[src/assert_macros.svh]
// Assertion macros shared by the point morph RTL.
`ifndef ASSERT_MACROS_SVH
`define ASSERT_MACROS_SVH

// Same-cycle implication, checked out of reset.
`define WCPM_ASSERT_NOW(lbl, ante, cons, msg) \
lbl: assert property (@(posedge clk) disable iff (!arst_n) (ante) |-> (cons)) else $error(msg);

// Next-cycle implication, checked out of reset.
`define WCPM_ASSERT_NEXT(lbl, ante, cons, msg) \
lbl: assert property (@(posedge clk) disable iff (!arst_n) (ante) |=> (cons)) else $error(msg);

`endif

[src/wcpm_pkg.sv]
// Package for the point morph core: constants, register indexes, table builders and types.
`timescale 1ns / 1ps
package wcpm_pkg;

	localparam int MAX_POINTS_DEF = 1024;
	localparam int SINE_DEPTH_DEF = 1024;
	localparam int EXP_DEPTH = 1024;
	localparam int E_W = 10;
	localparam int STAGES = 17;
	localparam int W_W = 23;
	localparam int CFG_IDX_W = 2;
	localparam int CFG_DATA_W = 25;

	localparam logic [CFG_IDX_W-1:0] CFG_GAMMA = 2'd0;
	localparam logic [CFG_IDX_W-1:0] CFG_SHIFT = 2'd1;
	localparam logic [CFG_IDX_W-1:0] CFG_STEP = 2'd2;

	localparam longint unsigned SIN_COEF [5] = '{
		64'd1686629713, 64'd693598668, 64'd85569278, 64'd5026991, 64'd172276
	};

	localparam longint unsigned EXP_POW [10] = '{
		64'd4228380013, 64'd4162825023, 64'd4034748370, 64'd3790295324, 64'd3344923881,
		64'd2605029455, 64'd1580030170, 64'd581260584, 64'd78665074, 64'd1440779
	};

	typedef struct packed {
		logic ld_mul;
		logic ld_sum;
		logic ld_out;
	} blend_ctl_t;

	typedef struct packed {
		logic [11:0]        ax;
		logic [11:0]        bx;
		logic signed [15:0] c1x;
		logic signed [15:0] c2x;
		logic [11:0]        ay;
		logic [11:0]        by;
		logic signed [15:0] c1y;
		logic signed [15:0] c2y;
	} coord_t;

	// Shift right by n with rounding to nearest, halves away from zero.
	function automatic logic signed [63:0] rshift_rnd(input logic signed [63:0] v,
		input int unsigned n);
		logic [63:0] mag;
		logic [63:0] half;
		half = 64'd1 << (n - 1);
		mag = v[63] ? 64'(-v) : 64'(v);
		mag = (mag + half) >> n;
		return v[63] ? -$signed(mag) : $signed(mag);
	endfunction

	// Sine of a Q32 turn u, scaled by 0.45, Q16.
	function automatic logic signed [15:0] sine_q16(input longint unsigned u);
		longint unsigned quad;
		longint unsigned r;
		longint unsigned x;
		longint unsigned x2;
		longint unsigned t;
		longint unsigned sv;
		longint unsigned mag;
		quad = (u >> 30) & 64'd3;
		r = u & 64'h3FFF_FFFF;
		x = quad[0] ? (64'd1 << 30) - r : r;
		x2 = (x * x) >> 30;
		t = SIN_COEF[4];
		for (int i = 3; i >= 0; i--) begin
			t = SIN_COEF[i] - ((x2 * t) >> 30);
		end
		sv = (x * t) >> 30;
		mag = (sv * 64'd29491 + (64'd1 << 29)) >> 30;
		return (quad >= 64'd2) ? -16'(mag) : 16'(mag);
	endfunction

	// Exponential entry e, exp(-e/64) in Q16.
	function automatic logic [16:0] exp_q16(input logic [E_W-1:0] e);
		longint unsigned acc;
		acc = 64'd1 << 32;
		for (int b = 0; b < E_W; b++) begin
			if (e[b]) begin
				acc = (acc * EXP_POW[b] + (64'd1 << 31)) >> 32;
			end
		end
		return 17'((acc + (64'd1 << 15)) >> 16);
	endfunction

endpackage

[src/wcpm_blend.sv]
// Cubic Bernstein blend of one axis: weighted products, sum, rounding and saturation.
`timescale 1ns / 1ps
module wcpm_blend (
	input  logic                              clk,
	input  wcpm_pkg::blend_ctl_t              ctl,
	input  logic signed [wcpm_pkg::W_W-1:0]   w0,
	input  logic signed [wcpm_pkg::W_W-1:0]   w1,
	input  logic signed [wcpm_pkg::W_W-1:0]   w2,
	input  logic signed [wcpm_pkg::W_W-1:0]   w3,
	input  logic [11:0]                       a,
	input  logic [11:0]                       b,
	input  logic signed [15:0]                c1,
	input  logic signed [15:0]                c2,
	output logic signed [15:0]                res
);

	logic signed [38:0] t0_s15, t1_s15, t2_s15, t3_s15;
	logic signed [40:0] sum_s16;
	logic signed [15:0] res_s17;
	logic signed [63:0] rnd;
	logic signed [15:0] sat;

	always_ff @(posedge clk) begin
		if (ctl.ld_mul) begin
			t0_s15 <= 39'(w0) * 39'($signed({1'b0, a}));
			t1_s15 <= 39'(w1) * 39'(c1);
			t2_s15 <= 39'(w2) * 39'(c2);
			t3_s15 <= 39'(w3) * 39'($signed({1'b0, b}));
		end
	end

	always_ff @(posedge clk) begin
		if (ctl.ld_sum) begin
			sum_s16 <= 41'(t0_s15) + 41'(t1_s15) + 41'(t2_s15) + 41'(t3_s15);
		end
	end

	always_comb begin
		rnd = wcpm_pkg::rshift_rnd(64'(sum_s16), 16);
		if (rnd > 64'sd32767) begin
			sat = 16'sd32767;
		end else if (rnd < -64'sd32768) begin
			sat = -16'sd32768;
		end else begin
			sat = 16'(rnd);
		end
	end

	always_ff @(posedge clk) begin
		if (ctl.ld_out) begin
			res_s17 <= sat;
		end
	end

	assign res = res_s17;

endmodule
[config.mk]
export PLATFORM = sky130hd
export DESIGN_NAME = wcpm_blend
export DESIGN_NICKNAME = d
export VERILOG_FILES = /design/src/assert_macros.svh /design/src/wcpm_pkg.sv /design/src/wcpm_blend.sv
export SDC_FILE = /design/constraint.sdc
export NUM_CORES = 2
export LEC_CHECK = 0
export BUFFER_PORTS_ARGS = -buffer_cell sky130_fd_sc_hd__buf_2
export CAP_MARGIN = 25
export CORE_AREA = 2 2 313 315
export CTS_BUF_LIST = sky130_fd_sc_hd__clkbuf_8
export DETAILED_ROUTE_END_ITERATION = 12
export DIE_AREA = 0 0 315 317
export MAX_ROUTING_LAYER = met4
export PLACE_DENSITY = 0.8
export SYNTH_ARGS = -nofsm -noshare
export SYNTH_HDL_FRONTEND = slang
export SYNTH_SLANG_ARGS = --single-unit
[constraint.sdc]
create_clock -name clk -period 7.4 [get_ports clk]
set_input_delay 0.37 -clock clk [delete_from_list [all_inputs] [get_ports clk]]
set_output_delay 0.37 -clock clk [all_outputs]
set_load 0.1 [all_outputs]
==> results.md <==
* DRC violation count after routing at 0
* Core region area at just under 100,000 um2
* Minimum setup slack among reg-to-reg paths at approximately 1100 ps
* Crit path buf inv count at 7
* Post-synthesis to final-layout area growth at 5.11%
* Area share of and/or/nand/nor cells after synthesis at 0.154
* Critical path capture point type: flop
* Fraction of synthesized area in multiplexers at 0.000568
* Count of instances resized after the clock tree is built at 0
* Via count at 41.1k
* Fmax achieved at roughly 140 MHz
* Post-route ant nets at 0
* Data arrival at the endpoint of the critical path at a little over 7000 ps
* Number of violations reported at the end of detailed-routing iteration 0 at roughly 2.8k
* Number of distinct standard cells referenced by the synthesized netlist at 75
* Cell repeated most along the worst path: sky130_fd_sc_hd__fa_1
* Overall die width at 315 um
* Clock latency at the later pin of the worst-skew pair at approximately 560 ps
* Setup repair after global routing missed its margin: no
* Syn_nets at 7,826
* Starting utilization of the core area at 0.595
* Layout cell share with drive strength beyond 1 at 0.0599
* Number of port buffers at 167
* Initial antenna violation count at 5
* Setup Crit Path Kind: input pin to flop
* Startpoint type of the worst setup path: input pin
* Number of fill cells at 7,785
* Maximum clock skew at final layout at 18.7 ps
* Xor/xnor cell area share of the yosys netlist at 0.0373
* Largest cells by area after synthesis: sky130_fd_sc_hd__fa_1 45%, sky130_fd_sc_hd__edfxtp_1 11%, sky130_fd_sc_hd__inv_1 8.7%, sky130_fd_sc_hd__ha_1 8.6%, sky130_fd_sc_hd__and2_1 6.2%
* Root Driver: sky130_fd_sc_hd__clkbuf_8
* Compound-cell area share of the yosys netlist at 0.0572
* Outcome: finished, final reports clean
* Yosys top cell by area: sky130_fd_sc_hd__fa_1
* Number of global-route vias before repair at around 44k
* Final-report max-slew violation count at 0
* First-pass GRT wire length at roughly 230,000 um
* Post-CTS Setup Bufs at 0
* Number of top-level pins at approximately 170
* Share of flip-flops with an asynchronous set or reset at 0
* Number of H-tree levels at 2
* Instance area after placement at about 60,000 um2
* Site row count at approximately 110
* Number of nets in the layout at 7,890
* TritonCTS clock tree: built
* Area share of fa/ha/maj cells after synthesis at 0.539
* Routed wire length per instance at 18.6 um
* Post-synth EDFFs at about 210
* Min-delay src: ctl[0]
* Sequential share of the synthesized area at 0.108
* Critical path origin: c1[1]
* Maximum root-to-sink buffer count at 3
* Floorplan die area at ~100,000 um2
* Largest stage delay on the critical path at 550 ps
* Cell Area, Synth at between 50,000 and 60,000 um2
* Transition time of the tightest slew-check pin at 860 ps
* Count of mapped cells out of synthesis at approximately 6k
* Clock Pin Slew Worst Setup and Hold Paths at 70 ps
* Critical R2R Capture: res[1]$_SDFFCE_PN1P_
* Hold path endpoint: res[11]$_SDFFCE_PN1P_
* Number of iterations in the first detailed-routing pass at 6
* Cell with the largest stage delay on the worst path: sky130_fd_sc_hd__fa_1
* Final Hold Violating Endpoints at 0
* Total number of yosys warnings at 0
* FF-to-FF Start: sum_s16[6]$_DFFE_PP_
* Final hold slack at approximately 230 ps
* Hold path cells at 1
* Crit share post-route at 0.936
* Worst max-slew margin expressed relative to the limit at 0.412
* Dominant combinational cell family by area after synthesis: adder cells
* Number of buffers inserted for hold repair after clock tree synthesis at 0
* Number of flip-flops and latches in the synthesized netlist at between 200 and 250
* Die Span Y at 317 um
* Top flip-flop cell by instance count after synthesis: sky130_fd_sc_hd__edfxtp_1
* Drt total wl at roughly 140,000 um
* Synthesized area per cell at around 9.6 um2
* Class of the tightest hold or removal check: input pin to flop
* Vias per cell at about 5.6
* Combined global-route utilization of all metal layers at 0.296
* Estimated wirelength of the detail-placed design at approximately 110,000 um
* Final Critical Period at 6930 ps
* Worst Reg2Reg Path Length in Cells at 20
* Area fraction of the dominant cell type after synthesis at 0.452
* Top cell family by delay on the critical path: adder cells
* Final setup violation count at 0
* Final Wtd Congestion at 0.951
* Maximum capacitance violations at 0
* TritonCTS sink count at between 200 and 250
* Final design area excluding fillers at 60,200 um2
* Maximum fanout encountered on the critical timing path at 8
* Total congestion overflow at 0
* Maximum number of pins on one net before global-route repair at 90
* Total CTS buffers at 37
* Required time of the critical path at 7700 ps
==> through the flow <==
stage,utilization,setup TNS [ps],cells,setup WS (ps)
after global placement,0.618,0,7283,128
after floorplan,-,0,5983,491
after global routing,0.626,0,7356,188
after detailed placement,0.618,-5.21,7283,-5.21
after CTS,0.625,0,7350,544
final,0.626,0,7356,471
==> cell usage in the layout (no fill, tap or decap), types with 56 or more instances in the layout <==
cell,synthesis,layout
sky130_fd_sc_hd__buf_4,2,96
sky130_fd_sc_hd__o21ai_0,79,79
sky130_fd_sc_hd__buf_2,5,166
sky130_fd_sc_hd__nor2_1,128,128
sky130_fd_sc_hd__edfxtp_1,207,207
sky130_fd_sc_hd__xnor2_1,183,183
sky130_fd_sc_hd__nand2_1,775,775
sky130_fd_sc_hd__a21oi_1,136,136
sky130_fd_sc_hd__nand2b_1,65,65
sky130_fd_sc_hd__and2_1,566,566
sky130_fd_sc_hd__inv_1,1321,1327
sky130_fd_sc_hd__ha_1,396,396
sky130_fd_sc_hd__fa_1,1295,1295
sky130_fd_sc_hd__xor2_1,56,56
==> flip-flops by register name, summed over array words and instances (netlist names) <==
| name | count |
|---|---|
| res | 16 |
| sum_s16 | 41 |
| t0_s15 | 36 |
| t1_s15 | 39 |
| t2_s15 | 39 |
| t3_s15 | 36 |
==> cell usage after synthesis, types with 14 or more instances <==
| master | n |
|---|---|
| sky130_fd_sc_hd__inv_1 | 1321 |
| sky130_fd_sc_hd__fa_1 | 1295 |
| sky130_fd_sc_hd__nand2_1 | 775 |
| sky130_fd_sc_hd__and2_1 | 566 |
| sky130_fd_sc_hd__ha_1 | 396 |
| sky130_fd_sc_hd__clkbuf_1 | 225 |
| sky130_fd_sc_hd__edfxtp_1 | 207 |
| sky130_fd_sc_hd__xnor2_1 | 183 |
| sky130_fd_sc_hd__a21oi_1 | 136 |
| sky130_fd_sc_hd__nor2_1 | 128 |
| sky130_fd_sc_hd__o21ai_0 | 79 |
| sky130_fd_sc_hd__nand2b_1 | 65 |
| sky130_fd_sc_hd__xor2_1 | 56 |
| sky130_fd_sc_hd__a21o_1 | 53 |
| sky130_fd_sc_hd__nor3_1 | 53 |
| sky130_fd_sc_hd__nand3_1 | 52 |
| sky130_fd_sc_hd__o21a_1 | 31 |
| sky130_fd_sc_hd__or3_1 | 27 |
| sky130_fd_sc_hd__a31oi_1 | 25 |
| sky130_fd_sc_hd__o21bai_1 | 25 |
| sky130_fd_sc_hd__nor2b_1 | 23 |
| sky130_fd_sc_hd__and3_1 | 19 |
| sky130_fd_sc_hd__nand4_1 | 18 |
| sky130_fd_sc_hd__o31ai_1 | 18 |
| sky130_fd_sc_hd__nor4_1 | 17 |
| sky130_fd_sc_hd__a211oi_1 | 14 |
==> worst register-to-register path, delay by kind of cell (launching register included) <==
family,cells,cell delay [ps]
adder cells (fa/ha/maj),1,380
XOR/XNOR,1,150
buffers and inverters,3,680
flip-flops,1,360
AND/OR/NAND/NOR,6,2440
AO/OA/AOI/OAI,9,1990
==> how the worst max path moves through the flow <==
stage	end	slack (ps)	cells after the start
detailed placement	t1_s15[38]$_DFFE_PP_	-5	28
floorplan	t2_s15[37]$_DFFE_PP_	490	25
finish	t1_s15[38]$_DFFE_PP_	470	28
global placement	t1_s15[38]$_DFFE_PP_	130	27
global route	t1_s15[38]$_DFFE_PP_	190	28
CTS	t1_s15[38]$_DFFE_PP_	540	28
==> routing by layer <==
metal,wire length [um],global-route usage
met1,54400,0.385
met2,67800,0.488
met3,10100,0.0384
met4,4410,0.0867
met5,0,-
==> cell families (layout without fill, tap and decap cells) <==
group	Yosys count	in the layout
muxes	3	3
buffers and inverters	1561	1653
adders and majority gates	1691	1691
AOI/OAI and AO/OA	493	493
and+or+nand+nor	1787	1787
xor gates and xnor gates	241	241
DFF	207	207
other	0	5
==> layout make-up <==
cell class	count	area [um2]	share of cell area
inverter	1322	4960	0.0824
clock buffer	37	509	0.00845
sequential	207	6220	0.103
tap	1276	1600	0.0265
antenna	5	12.5	0.000208
timing repair buffer	264	1590	0.0264
multi-input combinational	4215	45200	0.750
clock inverter	30	166	0.00276
Power is left out: the tool's default activity adds up to more than one toggle a clock period on the data nets, which glitch-free logic cannot reach.
